**config.mk**
```make
export PLATFORM = sky130hd
export DESIGN_NAME = fat_cluster_chain_sector_step
export DESIGN_NICKNAME = d
export VERILOG_FILES = /design/src/fccs_pkg.sv /design/src/fccs_cfg.sv /design/src/fccs_step.sv /design/src/fat_cluster_chain_sector_step.sv
export SDC_FILE = /design/constraint.sdc
export NUM_CORES = 1
export LEC_CHECK = 0
export ABC_CLOCK_PERIOD_IN_PS = 11800
export BUFFER_PORTS_ARGS = -buffer_cell sky130_fd_sc_hd__buf_2
export CAP_MARGIN = 15
export CELL_PAD_IN_SITES_DETAIL_PLACEMENT = 1
export CELL_PAD_IN_SITES_GLOBAL_PLACEMENT = 2
export CORE_ASPECT_RATIO = 1.25
export CORE_UTILIZATION = 37
export DETAILED_ROUTE_END_ITERATION = 7
export PLACE_DENSITY_LB_ADDON = 0.08
export SKIP_CTS_REPAIR_TIMING = 1
export SLEW_MARGIN = 5
export SYNTH_ARGS = -nofsm -noshare
export SYNTH_HDL_FRONTEND = slang
export SYNTH_SLANG_ARGS = --single-unit
```
**constraint.sdc**
```tcl
create_clock -name i_clk -period 11.8 [get_ports i_clk]
set_input_delay 0 -clock i_clk [delete_from_list [all_inputs] [get_ports i_clk]]
set_output_delay 0 -clock i_clk [all_outputs]
set_load 0.01 [all_outputs]
```
**src/fccs_pkg.sv**
```systemverilog
// Shared types and constants for the FAT cluster-chain sector stepper.
// Request/result payload structs, register map, FAT kind codes and end marks.
// No dependencies.
package fccs_pkg;

    // Field widths
    localparam int SECTOR_W   = 31;
    localparam int CLUSTER_W  = 28;
    localparam int SHIFT_W    = 4;
    localparam int KIND_W     = 2;
    localparam int BYTE_W     = 9;
    localparam int WORD_W     = 32;
    localparam int APB_DATA_W = 32;
    localparam int APB_ADDR_W = 5;
    localparam int REG_IDX_W  = 3;

    // Default log2 of the sector size in bytes
    localparam int SECTOR_SHIFT_DEF = 9;

    // Result codes
    typedef enum logic [1:0] {
        OUT_NEXT = 2'd0,
        OUT_NEED = 2'd1,
        OUT_END  = 2'd2,
        OUT_ERR  = 2'd3
    } t_outcome;

    // FAT kind codes
    localparam logic [KIND_W-1:0] KIND_FAT12 = 2'd0;
    localparam logic [KIND_W-1:0] KIND_FAT16 = 2'd1;
    localparam logic [KIND_W-1:0] KIND_FAT32 = 2'd2;

    // Register indexes (byte address = 4 * index)
    localparam logic [REG_IDX_W-1:0] REG_FAT_START     = 3'd0;
    localparam logic [REG_IDX_W-1:0] REG_ROOTDIR_START = 3'd1;
    localparam logic [REG_IDX_W-1:0] REG_DATA_START    = 3'd2;
    localparam logic [REG_IDX_W-1:0] REG_END_CLUSTER   = 3'd3;
    localparam logic [REG_IDX_W-1:0] REG_CLUSTER_SHIFT = 3'd4;
    localparam logic [REG_IDX_W-1:0] REG_FAT_KIND      = 3'd5;
    localparam logic [REG_IDX_W-1:0] REG_ROOT_CLUSTER  = 3'd6;

    // End-of-chain marks, lowest reserved value per FAT kind
    localparam logic [11:0] EOC_FAT12 = 12'hFF8;
    localparam logic [15:0] EOC_FAT16 = 16'hFFF8;
    localparam logic [27:0] EOC_FAT32 = 28'hFFF_FFF8;

    // First cluster of the data area; also reset value of end_cluster
    localparam logic [CLUSTER_W-1:0] FIRST_CLUSTER = 28'd2;

    typedef struct packed {
        logic                req_type;
        logic [SECTOR_W-1:0] sector;
        logic [WORD_W-1:0]   fat_word;
    } t_in;

    typedef struct packed {
        t_outcome            outcome;
        logic [SECTOR_W-1:0] next_sector;
        logic [SECTOR_W-1:0] fat_sector;
        logic [BYTE_W-1:0]   fat_byte;
    } t_out;

    typedef struct packed {
        logic [SECTOR_W-1:0]  fat_start;
        logic [SECTOR_W-1:0]  rootdir_start;
        logic [SECTOR_W-1:0]  data_start;
        logic [CLUSTER_W-1:0] end_cluster;
        logic [SHIFT_W-1:0]   cluster_shift;
        logic [KIND_W-1:0]    fat_kind;
        logic [CLUSTER_W-1:0] root_cluster;
    } t_cfg;

endpackage

```
**src/fccs_cfg.sv**
```systemverilog
// APB register file for the FAT cluster-chain sector stepper.
// Holds the volume geometry registers and hands them out as one struct.
// Depends on fccs_pkg.
module fccs_cfg (
    input  logic                              i_clk,
    input  logic                              i_rst_n,
    input  logic                              psel,
    input  logic                              penable,
    input  logic                              pwrite,
    input  logic [fccs_pkg::APB_ADDR_W-1:0]   paddr,
    input  logic [fccs_pkg::APB_DATA_W-1:0]   pwdata,
    output logic [fccs_pkg::APB_DATA_W-1:0]   prdata,
    output logic                              pready,
    output fccs_pkg::t_cfg                    o_cfg
);
    import fccs_pkg::*;

    t_cfg                 r_cfg;
    logic                 wr_en;
    logic [REG_IDX_W-1:0] reg_idx;

    assign pready  = 1'b1;
    assign wr_en   = psel && penable && pwrite && pready;
    assign reg_idx = paddr[APB_ADDR_W-1:2];
    assign o_cfg   = r_cfg;

    // Register writes
    always_ff @(posedge i_clk) begin
        if (!i_rst_n) begin
            r_cfg <= '{fat_start: '0, rootdir_start: '0, data_start: '0,
                       end_cluster: FIRST_CLUSTER, cluster_shift: '0,
                       fat_kind: KIND_FAT12, root_cluster: '0};
        end else if (wr_en) begin
            unique case (reg_idx)
                REG_FAT_START:     r_cfg.fat_start     <= pwdata[SECTOR_W-1:0];
                REG_ROOTDIR_START: r_cfg.rootdir_start <= pwdata[SECTOR_W-1:0];
                REG_DATA_START:    r_cfg.data_start    <= pwdata[SECTOR_W-1:0];
                REG_END_CLUSTER:   r_cfg.end_cluster   <= pwdata[CLUSTER_W-1:0];
                REG_CLUSTER_SHIFT: r_cfg.cluster_shift <= pwdata[SHIFT_W-1:0];
                REG_FAT_KIND:      r_cfg.fat_kind      <= pwdata[KIND_W-1:0];
                REG_ROOT_CLUSTER:  r_cfg.root_cluster  <= pwdata[CLUSTER_W-1:0];
                default: ;
            endcase
        end
    end

    // Read mux
    always_comb begin
        prdata = '0;
        unique case (reg_idx)
            REG_FAT_START:     prdata = APB_DATA_W'(r_cfg.fat_start);
            REG_ROOTDIR_START: prdata = APB_DATA_W'(r_cfg.rootdir_start);
            REG_DATA_START:    prdata = APB_DATA_W'(r_cfg.data_start);
            REG_END_CLUSTER:   prdata = APB_DATA_W'(r_cfg.end_cluster);
            REG_CLUSTER_SHIFT: prdata = APB_DATA_W'(r_cfg.cluster_shift);
            REG_FAT_KIND:      prdata = APB_DATA_W'(r_cfg.fat_kind);
            REG_ROOT_CLUSTER:  prdata = APB_DATA_W'(r_cfg.root_cluster);
            default:           prdata = '0;
        endcase
    end

endmodule

```
**src/fccs_step.sv**
```systemverilog
// Step logic of the FAT cluster-chain sector stepper: sector queries and
// FAT entry decode, plus the pending-cluster state. Depends on fccs_pkg.
module fccs_step #(
    parameter int SECTOR_SHIFT = fccs_pkg::SECTOR_SHIFT_DEF
) (
    input  logic           i_clk,
    input  logic           i_rst_n,
    input  fccs_pkg::t_cfg i_cfg,
    input  logic           i_fire,
    input  fccs_pkg::t_in  i_item,
    output fccs_pkg::t_out o_result
);
    import fccs_pkg::*;

    // Cluster offset shifted by the largest cluster_shift
    localparam int SH_W  = CLUSTER_W + (1 << SHIFT_W) - 1;
    localparam int OFF_W = CLUSTER_W + 2;

    logic [CLUSTER_W-1:0] r_pending;
    logic                 r_awaiting;

    // Query path
    t_out                 q_res;
    logic                 q_need;
    logic [SECTOR_W:0]    s_inc;
    logic [SECTOR_W-1:0]  rs;
    logic [SECTOR_W-1:0]  cl_mask;
    logic [SECTOR_W:0]    cl_wide;
    logic [CLUSTER_W-1:0] cl;
    logic [OFF_W-1:0]     off;
    logic [SECTOR_W:0]    fsec;

    // Delivery path
    t_out                 d_res;
    logic [11:0]          v12;
    logic [CLUSTER_W-1:0] v;
    logic                 d_end;
    logic                 d_bad_kind;
    logic [CLUSTER_W-1:0] cl_m;
    logic [CLUSTER_W-1:0] cl_rel;
    logic [SH_W-1:0]      cl_sh;
    logic [SECTOR_W:0]    d_sum;

    // Step query: root area, inside a cluster, or end of cluster
    always_comb begin
        q_res   = '0;
        q_res.outcome = OUT_ERR;
        q_need  = 1'b0;
        s_inc   = {1'b0, i_item.sector} + (SECTOR_W+1)'(1);
        rs      = i_item.sector - i_cfg.data_start;
        cl_mask = ~({SECTOR_W{1'b1}} << i_cfg.cluster_shift);
        cl_wide = {1'b0, rs >> i_cfg.cluster_shift} + (SECTOR_W+1)'(FIRST_CLUSTER);
        cl      = cl_wide[CLUSTER_W-1:0];
        case (i_cfg.fat_kind)
            KIND_FAT12: off = {2'b00, cl} + {3'b000, cl[CLUSTER_W-1:1]};
            KIND_FAT16: off = {1'b0, cl, 1'b0};
            default:    off = {cl, 2'b00};
        endcase
        fsec    = {1'b0, i_cfg.fat_start} + (SECTOR_W+1)'(off >> SECTOR_SHIFT);

        if (i_item.sector < i_cfg.data_start) begin
            if (i_item.sector < i_cfg.rootdir_start) begin
                q_res.outcome = OUT_ERR;
            end else if (s_inc < {1'b0, i_cfg.data_start}) begin
                q_res.outcome     = OUT_NEXT;
                q_res.next_sector = s_inc[SECTOR_W-1:0];
            end else begin
                q_res.outcome = OUT_END;
            end
        end else if ((rs & cl_mask) != cl_mask) begin
            if (!s_inc[SECTOR_W]) begin
                q_res.outcome     = OUT_NEXT;
                q_res.next_sector = s_inc[SECTOR_W-1:0];
            end
        end else if (cl_wide >= (SECTOR_W+1)'(i_cfg.end_cluster)) begin
            q_res.outcome = OUT_ERR;
        end else if (i_cfg.fat_kind == KIND_FAT12 || i_cfg.fat_kind == KIND_FAT16 ||
                     i_cfg.fat_kind == KIND_FAT32) begin
            if (!fsec[SECTOR_W]) begin
                q_res.outcome    = OUT_NEED;
                q_res.fat_sector = fsec[SECTOR_W-1:0];
                q_res.fat_byte   = off[BYTE_W-1:0];
                q_need           = 1'b1;
            end
        end
    end

    // FAT entry delivery: decode, end-of-chain check, cluster to sector
    always_comb begin
        d_res       = '0;
        d_res.outcome = OUT_ERR;
        d_end       = 1'b0;
        d_bad_kind  = 1'b0;
        v12 = r_pending[0] ? i_item.fat_word[15:4] : i_item.fat_word[11:0];
        case (i_cfg.fat_kind)
            KIND_FAT12: begin
                v     = CLUSTER_W'(v12);
                d_end = v12 >= EOC_FAT12;
            end
            KIND_FAT16: begin
                v     = CLUSTER_W'(i_item.fat_word[15:0]);
                d_end = i_item.fat_word[15:0] >= EOC_FAT16;
            end
            KIND_FAT32: begin
                v     = i_item.fat_word[CLUSTER_W-1:0];
                d_end = i_item.fat_word[CLUSTER_W-1:0] >= EOC_FAT32;
            end
            default: begin
                v          = '0;
                d_bad_kind = 1'b1;
            end
        endcase
        // cluster 0 means the root directory
        cl_m   = (v == '0) ? i_cfg.root_cluster : v;
        cl_rel = cl_m - FIRST_CLUSTER;
        cl_sh  = SH_W'(cl_rel) << i_cfg.cluster_shift;
        d_sum  = {1'b0, i_cfg.data_start} + {1'b0, cl_sh[SECTOR_W-1:0]};

        if (!r_awaiting || d_bad_kind) begin
            d_res.outcome = OUT_ERR;
        end else if (d_end) begin
            d_res.outcome = OUT_END;
        end else if (cl_m == '0) begin
            d_res.outcome     = OUT_NEXT;
            d_res.next_sector = i_cfg.rootdir_start;
        end else if (cl_m < FIRST_CLUSTER || cl_m >= i_cfg.end_cluster) begin
            d_res.outcome = OUT_ERR;
        end else if ((|cl_sh[SH_W-1:SECTOR_W]) || d_sum[SECTOR_W]) begin
            d_res.outcome = OUT_ERR;
        end else begin
            d_res.outcome     = OUT_NEXT;
            d_res.next_sector = d_sum[SECTOR_W-1:0];
        end
    end

    assign o_result = i_item.req_type ? d_res : q_res;

    // Pending FAT request state
    always_ff @(posedge i_clk) begin
        if (!i_rst_n) begin
            r_awaiting <= 1'b0;
            r_pending  <= '0;
        end else if (i_fire) begin
            if (i_item.req_type) begin
                r_awaiting <= 1'b0;
            end else begin
                r_awaiting <= q_need;
                if (q_need) begin
                    r_pending <= cl;
                end
            end
        end
    end

endmodule

```
**src/fat_cluster_chain_sector_step.sv**
```systemverilog
// FAT12/16/32 cluster-chain sector stepper, top level.
// A request passes through the input register, the step logic and the result
// register. Throughput: one request per cycle unless the result side stalls.
// Input register doubles as skid stage, so a request is taken while a result waits.
// Reset (synchronous, active low) empties both stages, clears the pending FAT
// request and returns the registers to their reset values. Depends on fccs_pkg.
module fat_cluster_chain_sector_step #(
    parameter int SECTOR_SHIFT = fccs_pkg::SECTOR_SHIFT_DEF
) (
    input  logic                            i_clk,
    input  logic                            i_rst_n,
    // configuration port
    input  logic                            psel,
    input  logic                            penable,
    input  logic                            pwrite,
    input  logic [fccs_pkg::APB_ADDR_W-1:0] paddr,
    input  logic [fccs_pkg::APB_DATA_W-1:0] pwdata,
    output logic [fccs_pkg::APB_DATA_W-1:0] prdata,
    output logic                            pready,
    // request channel
    input  logic                            i_in_valid,
    output logic                            o_in_stall,
    input  fccs_pkg::t_in                   i_in,
    // result channel
    output logic                            o_out_valid,
    input  logic                            i_out_stall,
    output fccs_pkg::t_out                  o_out
);
    import fccs_pkg::*;

    t_cfg cfg;
    logic r_in_vld;
    t_in  r_in;
    logic r_out_vld;
    t_out r_out;
    t_out step_res;
    logic take;
    logic advance;

    fccs_cfg u_cfg (
        .i_clk   (i_clk),
        .i_rst_n (i_rst_n),
        .psel    (psel),
        .penable (penable),
        .pwrite  (pwrite),
        .paddr   (paddr),
        .pwdata  (pwdata),
        .prdata  (prdata),
        .pready  (pready),
        .o_cfg   (cfg)
    );

    fccs_step #(
        .SECTOR_SHIFT (SECTOR_SHIFT)
    ) u_step (
        .i_clk    (i_clk),
        .i_rst_n  (i_rst_n),
        .i_cfg    (cfg),
        .i_fire   (advance),
        .i_item   (r_in),
        .o_result (step_res)
    );

    // Handshake: input stage moves on when the result stage is free or drains
    assign advance     = r_in_vld && (!r_out_vld || !i_out_stall);
    assign o_in_stall  = r_in_vld && r_out_vld && i_out_stall;
    assign take        = i_in_valid && !o_in_stall;
    assign o_out_valid = r_out_vld;
    assign o_out       = r_out;

    // Stage valid bits
    always_ff @(posedge i_clk) begin
        if (!i_rst_n) begin
            r_in_vld  <= 1'b0;
            r_out_vld <= 1'b0;
        end else begin
            if (take) begin
                r_in_vld <= 1'b1;
            end else if (advance) begin
                r_in_vld <= 1'b0;
            end
            if (advance) begin
                r_out_vld <= 1'b1;
            end else if (!i_out_stall) begin
                r_out_vld <= 1'b0;
            end
        end
    end

    // Stage payloads
    always_ff @(posedge i_clk) begin
        if (take) begin
            r_in <= i_in;
        end
        if (advance) begin
            r_out <= step_res;
        end
    end

endmodule

```
# Word level (Yosys, flattened, before mapping)
# Index checks and enable logic that the tools add are counted.
[totals] output_inout_bits=108 register_bits=292 ram_bits=0 latchBits=0 n_memories=0 rom_bits=0 elab_cells=126 in_bits=108
[classes] reduce_logical=32 order_cmp=9 div=0 shifts=3 eq_ne=10 multipliers=0 muxes=43 bitwise=4 add_sub_neg=7
[ops] cell="2-to-1 mux 31 bit" count=7
[ops] cell="case mux 31 bit (7 select lines)" count=1
[ops] cell="2-to-1 mux 40 bit" count=5
[ops] cell="2-to-1 mux 33 bit" count=3
[ops] cell="case mux 28 bit (3 select lines)" count=1
[ops] cell="2-to-1 mux 73 bit" count=1
[ops] cell="less-than comparator 31 bit" count=2
[ops] cell="case mux 30 bit (2 select lines)" count=1
[ops] cell="logical NOT 28 bit" count=2
[ops] cell="<< shifter 28 x 4 -> 43 bit" count=1
[ops] cell="adder 31 x 1 -> 32 bit, second input constant" count=1
[ops] cell="adder 31 x 2 -> 32 bit, second input constant" count=1
[ops] cell="adder 31 x 21 -> 32 bit" count=1
[ops] cell="adder 31 x 31 -> 32 bit" count=1
[ops] cell="greater-or-equal comparator 32 x 28 -> 1 bit" count=1
[ops] cell="less-than comparator 32 x 31 -> 1 bit" count=1
[ops] cell="bitwise AND 31 bit" count=1
[ops] cell="inequality test 31 bit" count=1
[ops] cell="inverter 31 bit" count=1
[ops] cell="<< shifter 31 x 4 -> 31 bit, first input constant" count=1
[ops] cell=">> shifter 31 x 4 -> 31 bit" count=1
[ops] cell="subtractor 31 bit" count=1
[ops] cell="adder 28 x 27 -> 29 bit" count=1
[ops] cell="greater-or-equal comparator 28 bit" count=1
[ops] cell="28 further kinds" count=70

# Longest topological paths before layout
# Gate-level depths: netlist of run 1.
[logic_depth] word_depth=14 ltp_mapped=46 depth_no_buf=44

# By module
# A second synthesis of run 1 with hierarchy kept.
[hier_totals] hier_cells=3377 area_unflattened_um2=28086.9
[modules_own_cells] mod="fccs_step" n_inst=1 area_per_inst_um2=17106.4 cells_each=2585 seq_area_each_um2=40.0
[modules_own_cells] mod="fccs_cfg" n_inst=1 area_per_inst_um2=6782.8 cells_each=647 seq_area_each_um2=3103.0
[modules_own_cells] mod="fat_cluster_chain_sector_step" n_inst=1 area_per_inst_um2=4197.8 cells_each=145 seq_area_each_um2=4154.0

# Worst setup path before layout of run 1
# Ideal clock, no wire load.
[synth_timing] path_type="reg2reg" start="reg r_in[32] (netlist name)" end="reg r_out (netlist bit o_out[30]), data pin" stages_incl_launch_ff=47 period_less_slack_ns=9.010 setup_ns=0.139 required_ns=11.661 path_slack_ns=2.790 t_arrival_ns=8.871 path_buffers=4 path_cell_list="edfxtp_1 > inv_1 > ha_1 > fa_1 > nand2b_1 > a21o_1 > a31o_2 > xor2_1 > mux4_2 > or2_2 > o211a_1 > and2_0 > clkbuf_1 > inv_1 > ha_1 > inv_1 > or4b_4 > or2_0 > (+11 left out) > o21ai_0 > nand2b_1 > a21o_1 > a211oi_1 > a211oi_1 > a31oi_1 > ha_1 > a21o_1 > a21oi_1 > inv_1 > a21oi_1 > o211ai_1 > nor3_1 > o311ai_0 > a211o_1 > buf_2 > buf_2 > nor2_1"
[synth_via] elab_chain_len=7 word_cells_on_any_way=11 classes_between="add/sub (4); order compare (2); eq/ne (1); shift (1); mux (1); bitwise (1); reduce/logical (1)"
[synth_lines] element="start, declared" line_no="fat_cluster_chain_sector_step.sv:33" rtl="t_in r_in;"
[synth_lines] element="start signal, assigned" line_no="fat_cluster_chain_sector_step.sv:93" rtl="r_in <= i_in;"
[synth_lines] element="subtractor 31 bit" line_no="fccs_step.sv:50" rtl="rs = i_item.sector - i_cfg.data_start;"
[synth_lines] element=">> shifter 31 x 4 -> 31 bit" line_no="fccs_step.sv:52" rtl="cl_wide = {1'b0, rs >> i_cfg.cluster_shift} + (SECTOR_W+1)'(FIRST_CLUSTER);"
[synth_lines] element="adder 31 x 2 -> 32 bit" line_no="fccs_step.sv:52"
[synth_lines] element="adder 28 x 27 -> 29 bit" line_no="fccs_step.sv:55" rtl="KIND_FAT12: off = {2'b00, cl} + {3'b000, cl[CLUSTER_W-1:1]};"
[synth_lines] element="case mux 30 bit (2 select lines)" line_no="fccs_step.sv:54" rtl="case (i_cfg.fat_kind)"
[synth_lines] element="adder 31 x 21 -> 32 bit" line_no="fccs_step.sv:59" rtl="fsec = {1'b0, i_cfg.fat_start} + (SECTOR_W+1)'(off >> SECTOR_SHIFT);"
[synth_lines] element="OR reduction 6 bit (no source line)"
[synth_lines] element="end signal, assigned" line_no="fat_cluster_chain_sector_step.sv:96" rtl="r_out <= step_res;"
[synth_lines] element="end, declared" line_no="fat_cluster_chain_sector_step.sv:35" rtl="t_out r_out;"
# Parallel ways exist; a longest one is shown, timed or not.
# A chain may end at the register's enable or synchronous reset.

# Final worst setup path of run 1
[layout_timing] start="reg u_cfg.r_cfg (netlist bit u_cfg.o_cfg[69])" end="reg r_out (netlist bit o_out[13]), data pin"
[layout_via] elab_chain_len=7 word_cells_on_any_way=11 classes_between="add/sub (4); order compare (2); eq/ne (1); shift (1); mux (1); bitwise (1); reduce/logical (1)"
[layout_lines] element="start, declared" line_no="fccs_cfg.sv:18" rtl="t_cfg r_cfg;"
[layout_lines] element="start signal, assigned" line_no="fccs_cfg.sv:30" rtl="r_cfg <= '{fat_start: '0, rootdir_start: '0, data_start: '0,"
[layout_lines] element="subtractor 31 bit" line_no="fccs_step.sv:50"
[layout_lines] element=">> shifter 31 x 4 -> 31 bit" line_no="fccs_step.sv:52"
[layout_lines] element="adder 31 x 2 -> 32 bit" line_no="fccs_step.sv:52"
[layout_lines] element="adder 28 x 27 -> 29 bit" line_no="fccs_step.sv:55"
[layout_lines] element="case mux 30 bit (2 select lines)" line_no="fccs_step.sv:54"
[layout_lines] element="adder 31 x 21 -> 32 bit" line_no="fccs_step.sv:59"
[layout_lines] element="OR reduction 6 bit (no source line)"
# Parallel ways exist; a longest one is shown, timed or not.

==> reports/metrics.csv, run 1 <==
metric,value,unit
"Slew Viols, Final",0,
"delay-heaviest family, CP",compound AO/OA/AOI/OAI gates,
area delta synth->final,15.95,%
critical path's slowest cell,a2111oi_1,
Setup crit start kind,flop,
hold_sp,pwrite,
crit path from,u_cfg.o_cfg[69],
"Largest stage delay, worst path",780,ps
syn_area_per_cell,7.897,sq um
Register Area,0.007184,sq mm
critical path capture point type,flop,
crit path to,o_out[13],
Comb pwr share,32.3,%
Int Power,2.222,mW
largest net degree at the start of global routing,107,
GP Congestion,0.9418,
"most common cell after layout, fill and taps aside",nand2_1,
Highest Clock Rate,0.08880,GHz
TritonRoute pass-1 iters,7,
top_reg_cell synth,dfxtp_1,
final wirelength,136300,um
reg2reg end,o_out[13],
Worst R2R Setup Slack,540,ps
footprint of the multi-input gates,0.01904,sq mm
Die ar.,0.07592,sq mm
Placed Cells,4552,
origin of the critical flop-to-flop path,u_cfg.o_cfg[69],
WL/cell,28.86,um
Switch Pwr,1.251,mW
cell count after synthesis,3505,
leak pwr,12.29,nW
Die W,246.6,um
crit path DAT,11600,ps
Via density,6.151,
"IR drop worst, VDD",0.1052,mV
final setup margin,538.7,ps
Post-layout nets,4071,
Netlist cell types,115,
total of max-cap violations,0,
vias in the first global route,28861,
DRT iter0 DRCs,2145,
initial antenna violation count,8,
FP Rows,111,
HPWL after DPL,108000,um
Total Routing Usage GR,34.78,%
Worst Reg-to-Reg Cells,42,
Worst Path Max Fanout,33,
sequential power share,32.4,%
number of flops mapped to enable cells by yosys,133,
clk buf depth,3,
Root Buffer Master,clkbuf_16,
RSZ-0062 raised after global routing,no,
switch share,36.01,%
"commonest non-fill, non-tap cells in the layout","nand2_1 (554), nor2_1 (236), ha_1 (231)",
final instance area,0.03209,sq mm
WP data required,12130,ps
WS Path Type,flop to flop,
CTS tree,done,
Clock Sinks,292,
"Seq/Total Area, Yosys",25.93,%
"Min Clock Period, post-route",11260,ps
fin crit share,95.44,%
final hold vios,0,
number of buffers created by CTS,37,
Yosys top cell area share,14.43,%
# DRC,17,
Synth Cell Area,0.02768,sq mm
setup TNS,0,ps
relative slew slack,18.61,%
port bufs,206,
ys async rst share,0,%
Worst-Margin Slew,1210,ps
run status,"complete, but fails checks",
core outline area,0.07375,sq mm
Bufs and invs on worst path,9,
Top Ports,216,
final setup fails,0,
PD cells,108.2,mW/mm^2
"area leader, netlist",edfxtp_1,
worst skew pair latency,620,ps
Syn Nets,3847,
vias,29053,
die height,307.8,um
Placement Setup Slack,647.2,ps
ranking of synthesized cells by area,"edfxtp_1 (14%), dfxtp_1 (11%), ha_1 (10%)",
total global routing overflow,0,
CP Depth,42,
htree depth,2,
total placed instance area,0.02975,sq mm
final core occ,43.52,%
Initial Util,37.53,%
Synth Register Bits,292,
layout cell share with drive strength beyond 1,12.78,%
Synth warnings,0,
Hold Path Class,primary input to flop,
first-pass GRT wire length,193900,um
"CTS clk-pin slew, worst paths",70,ps
failing checks,DRC,
post-route ant nets,0,
Final Skew,45.25,ps
FILL cells,8916,
Clock power frac,35.3,%
post-route non-filler standard cell count,4723,
[sequential cells by signal (all words and copies together), names as in the netlist]
name and count:
u_cfg.o_cfg 155, r_in 60, u_step.r_pending 1, r_in_vld 1, u_step.r_awaiting 1, o_out 73, o_out_valid 1
[how the worst min path moves through the flow]
stage | to | slack, ps | depth (start not counted)
finish | u_cfg.o_cfg[28] | 70 | 5
global route | r_in[13] | 100 | 2
CTS | r_in[45] | -470 | 1
detailed placement | r_in[35] | 180 | 1
global placement | r_in[20] | 180 | 1
floorplan | r_in[0] | 100 | 0
[tightest hold or removal path: stages]
cell,delay [ps]
buf_2,100
nand4_1,280
nor2_1,110
nand2_1,70
a21boi_0,70
[Yosys cell counts, types with 26 or more instances]
cell type  number
buf_2          26
a21boi_0      157
inv_1         195
nor2b_1        45
edfxtp_1      133
a211oi_1       52
nand3_1        68
o22ai_1        37
dfxtp_1       159
xnor2_1       100
and3_1         37
xor2_1         60
a21o_1         85
o221ai_1       39
ha_1          231
nand4_1        51
clkbuf_1      145
nand2_1       554
o21ai_0       134
a22oi_1        66
or3_1          29
nand2b_1       29
o21a_1         28
o211ai_1       46
a21oi_1       220
mux2i_1        51
nor3_1         72
nor2_1        237
[cells by family after synthesis]
group,after synthesis,share of synthesized area [%]
adders and majority gates,234,10.66
xor gates and xnor gates,161,5.121
AOI/OAI and AO/OA,1084,27.42
buffers and inverters,395,5.609
other,2,0.02713
and+or+nand+nor,1248,21.07
DFF,292,25.93
muxes,89,4.163
[power groups by stage]
stage | Combinational, mW | Clock, mW | Sequential [mW]
final | 1.12 | 1.23 | 1.12
after global routing | 1.21 | 1.27 | 1.13
after CTS | 1.08 | 1.25 | 1.12
after detailed placement | 1.07 | 0 | 1.15
after global placement | 1.04 | 0 | 1.15
after floorplan | 0.695 | 0 | 1.14
[metrics by stage]
stage | power [mW] | hold WS [ps]
final | 3.473 | 70.89
after global routing | 3.611 | 100.7
after CTS | 3.450 | -466.8
after detailed placement | 2.215 | 178.9
after global placement | 2.184 | 177.9
after floorplan | 1.833 | 98.87
[routing by layer]
| metal | vias up | GRT usage, % | share of wire, % |
|---|---|---|---|
| met3 | 256 | 4.427 | 4.8 |
| met1 | 14569 | 44.25 | 43 |
| met4 | 4 | 14.79 | 4.7 |
| met2 | 946 | 58.67 | 48 |
| met5 | - | 0 | 0.023 |
| li1 | 13278 | - | - |
[final cells by class]
class,count,share of cell area (%)
Antenna cell,6,0.04678
Clock buffer,50,3.162
Clock inverter,17,0.7992
Inverter,196,2.296
Multi-Input combinational cell,2818,59.32
Sequential cell,292,22.39
Tap cell,960,3.743
Timing Repair Buffer,384,8.249
Power figures use the tool's default switching activity.
==> inputs of run 2 (changes only) <==
--- a/config.mk
+++ b/config.mk
@@ -10,8 +10,9 @@
 export CAP_MARGIN = 15
 export CELL_PAD_IN_SITES_DETAIL_PLACEMENT = 1
 export CELL_PAD_IN_SITES_GLOBAL_PLACEMENT = 2
-export CORE_ASPECT_RATIO = 1.25
-export CORE_UTILIZATION = 37
+export CORE_ASPECT_RATIO = 0.9
+export CORE_UTILIZATION = 38
+export CTS_BUF_LIST = sky130_fd_sc_hd__clkbuf_8
 export DETAILED_ROUTE_END_ITERATION = 7
 export PLACE_DENSITY_LB_ADDON = 0.08
 export SKIP_CTS_REPAIR_TIMING = 1
==> run 2 against run 1 <==
Net effect: the flow finishes with violations (hold timing); wire length fell by 1.6%; largest power group is now sequential cells; critical endpoint is now o_out[1]; worst setup slack got worse by 83 ps; highest routed layer unchanged; maximum frequency fell by 0.73%; critical path type unchanged.
==> reports/metrics.csv, run 2 (same netlist as run 1, synthesis figures left out) <==
metric,value,unit,change
run status,"complete, but fails checks",,
failing checks,hold timing,,
max reg flops,155,,unchanged
Die ar.,0.07393,sq mm,-2.6%
die height,258.0,um,-16%
Worst R2R Setup Slack,460,ps,-80 ps
Setup crit start kind,flop,,
final core occ,44.43,%,+0.91 points
clk buf depth,3,,unchanged
Worst Hold Depth,5,,unchanged
RSZ-0062 raised after global routing,no,,
final hold vios,1,,+1
Worst Path Max Fanout,8,,-76%
WS Path Type,flop to flop,,
layout cell share with drive strength beyond 1,12.80,%,+0.024 points
Via density,6.185,,+0.55%
total global routing overflow,0,,unchanged
"CTS clk-pin slew, worst paths",60,ps,about the same
leak pwr,12.32,nW,+0.24%
Die W,286.5,um,+16%
relative slew slack,24.63,%,+6.0 points
most frequent CP cell,inv_1,,
DRT iter0 DRCs,2852,,+33%
Root Buffer Master,clkbuf_8,,
number of buffers created by CTS,54,,+46%
GP Congestion,0.9849,,+4.6%
total of max-cap violations,0,,unchanged
fin crit share,96.14,%,+0.71 points
total placed instance area,0.02969,sq mm,-0.23%
WP data required,12220,ps,+90 ps
"IR drop worst, VDD",0.08368,mV,-20%
# DRC,0,,-17
reg2reg end,o_out[1],,
Min-Delay Endpoint,u_cfg.o_cfg[28],,
Total Routing Usage GR,35.04,%,+0.25 points
area delta synth->final,15.23,%,
Worst Reg-to-Reg Cells,39,,-7.1%
final setup fails,0,,unchanged
initial antenna violation count,7,,-1
CTS tree,done,,
worst skew pair latency,700,ps,+80 ps
vias in the first global route,28703,,-0.55%
Register Area,0.007184,sq mm,unchanged
FP Rows,93,,-16%
final wirelength,134200,um,-1.6%
critical path capture point type,flop,,
FILL cells,8727,,-2.1%
port bufs,206,,unchanged
"Slew Viols, Final",0,,unchanged
core outline area,0.07180,sq mm,-2.6%
Highest Clock Rate,0.08815,GHz,-0.73%
TritonRoute pass-1 iters,6,,-1
Worst-Margin Slew,1128,ps,-82.24 ps
"commonest non-fill, non-tap cells in the layout","nand2_1 (554), nor2_1 (237), ha_1 (231)",,
HPWL after DPL,106800,um,-1.1%
critical path's slowest cell,or4b_4,,
Post-layout nets,4089,,+0.44%
Initial Util,38.55,%,+1.0 points
first-pass GRT wire length,192700,um,-0.59%
"Min Clock Period, post-route",11340,ps,+83.21 ps
Top Ports,216,,unchanged
footprint of the multi-input gates,0.01902,sq mm,about the same
Hold Slack,-0.7238,ps,-71.61 ps
htree depth,2,,unchanged
largest net degree at the start of global routing,101,,-5.6%
origin of the critical flop-to-flop path,u_cfg.o_cfg[69],,
final instance area,0.03190,sq mm,-0.62%
post-route ant nets,0,,unchanged
vias,29329,,+0.95%
WL/cell,28.30,um,-2.0%
"Largest stage delay, worst path",570,ps,-210 ps
Hold Path Class,primary input to flop,,
hold_sp,penable,,
Clock Sinks,292,,unchanged
Final Skew,44.24,ps,-1.013 ps
PD cells,103.3,mW/mm^2,-4.6%
crit path DAT,11770,ps,+170 ps
setup TNS,0,ps,unchanged
"most common cell after layout, fill and taps aside",nand2_1,,
[run 2: cell count changes in the layout (fill, tap and decap cells not counted), sizes merged]
cell,previous run,this run
clkinv,9,11
buf,289,281
dlygate4sd3,95,104
diode,6,3
bufinv,4,3
clkbuf,50,61
inv,199,218
[run 2: through the flow]
| stage | worst slack (ps) | std cells | total power [mW] |
|---|---|---|---|
| after floorplan | 2790 | 3505 | 1.833 |
| final | 455.5 | 4742 | 3.294 |
| after global placement | 906.0 | 4535 | 2.181 |
| after detailed placement | 605.2 | 4535 | 2.212 |
| after global routing | 4.089 | 4741 | 3.438 |
| after CTS | 540.1 | 4633 | 3.259 |
[run 2: worst max-delay path, delay by kind of cell, from the launching register on]
kind	cells	cell delay (ps)
AND/OR/NAND/NOR	14	4290
AO/OA/AOI/OAI	12	2760
adder cells (fa/ha/maj)	4	1540
buffers and inverters	7	1100
multiplexers	1	500
flip-flops	1	480
XOR/XNOR	1	410
[run 2: area by class of cell]
type / count / share of cell area [%]
Multi-Input combinational cell: 2818 / 59.64
Sequential cell: 292 / 22.52
Timing Repair Buffer: 385 / 8.343
Tap cell: 950 / 3.727
Clock buffer: 61 / 2.632
Inverter: 196 / 2.310
Clock inverter: 37 / 0.7963
Antenna cell: 3 / 0.02354
[run 2: worst max path at each step]
stage / from / depth (start not counted) / end
global route: u_cfg.o_cfg[69] / 39 / o_out[1]
global placement: u_cfg.o_cfg[74] / 38 / o_out[1]
finish: u_cfg.o_cfg[69] / 39 / o_out[1]
detailed placement: u_cfg.o_cfg[74] / 38 / o_out[1]
floorplan: r_in[32] / 46 / o_out[30]
CTS: u_cfg.o_cfg[74] / 38 / o_out[1]
[run 2: metal layers]
metal	vias up	share of wire, %	track usage [%]
li1	13335	-	-
met1	14733	45	48.22
met2	1008	45	55.00
met3	247	6.2	5.919
met4	6	3.8	12.20
met5	-	0.026	0
[run 2: where the power goes]
part           total (mW)  switching [mW]  internal (mW)
clock                1.05           0.505          0.540
sequential           1.13          0.0344           1.09
combinational        1.12           0.698          0.426
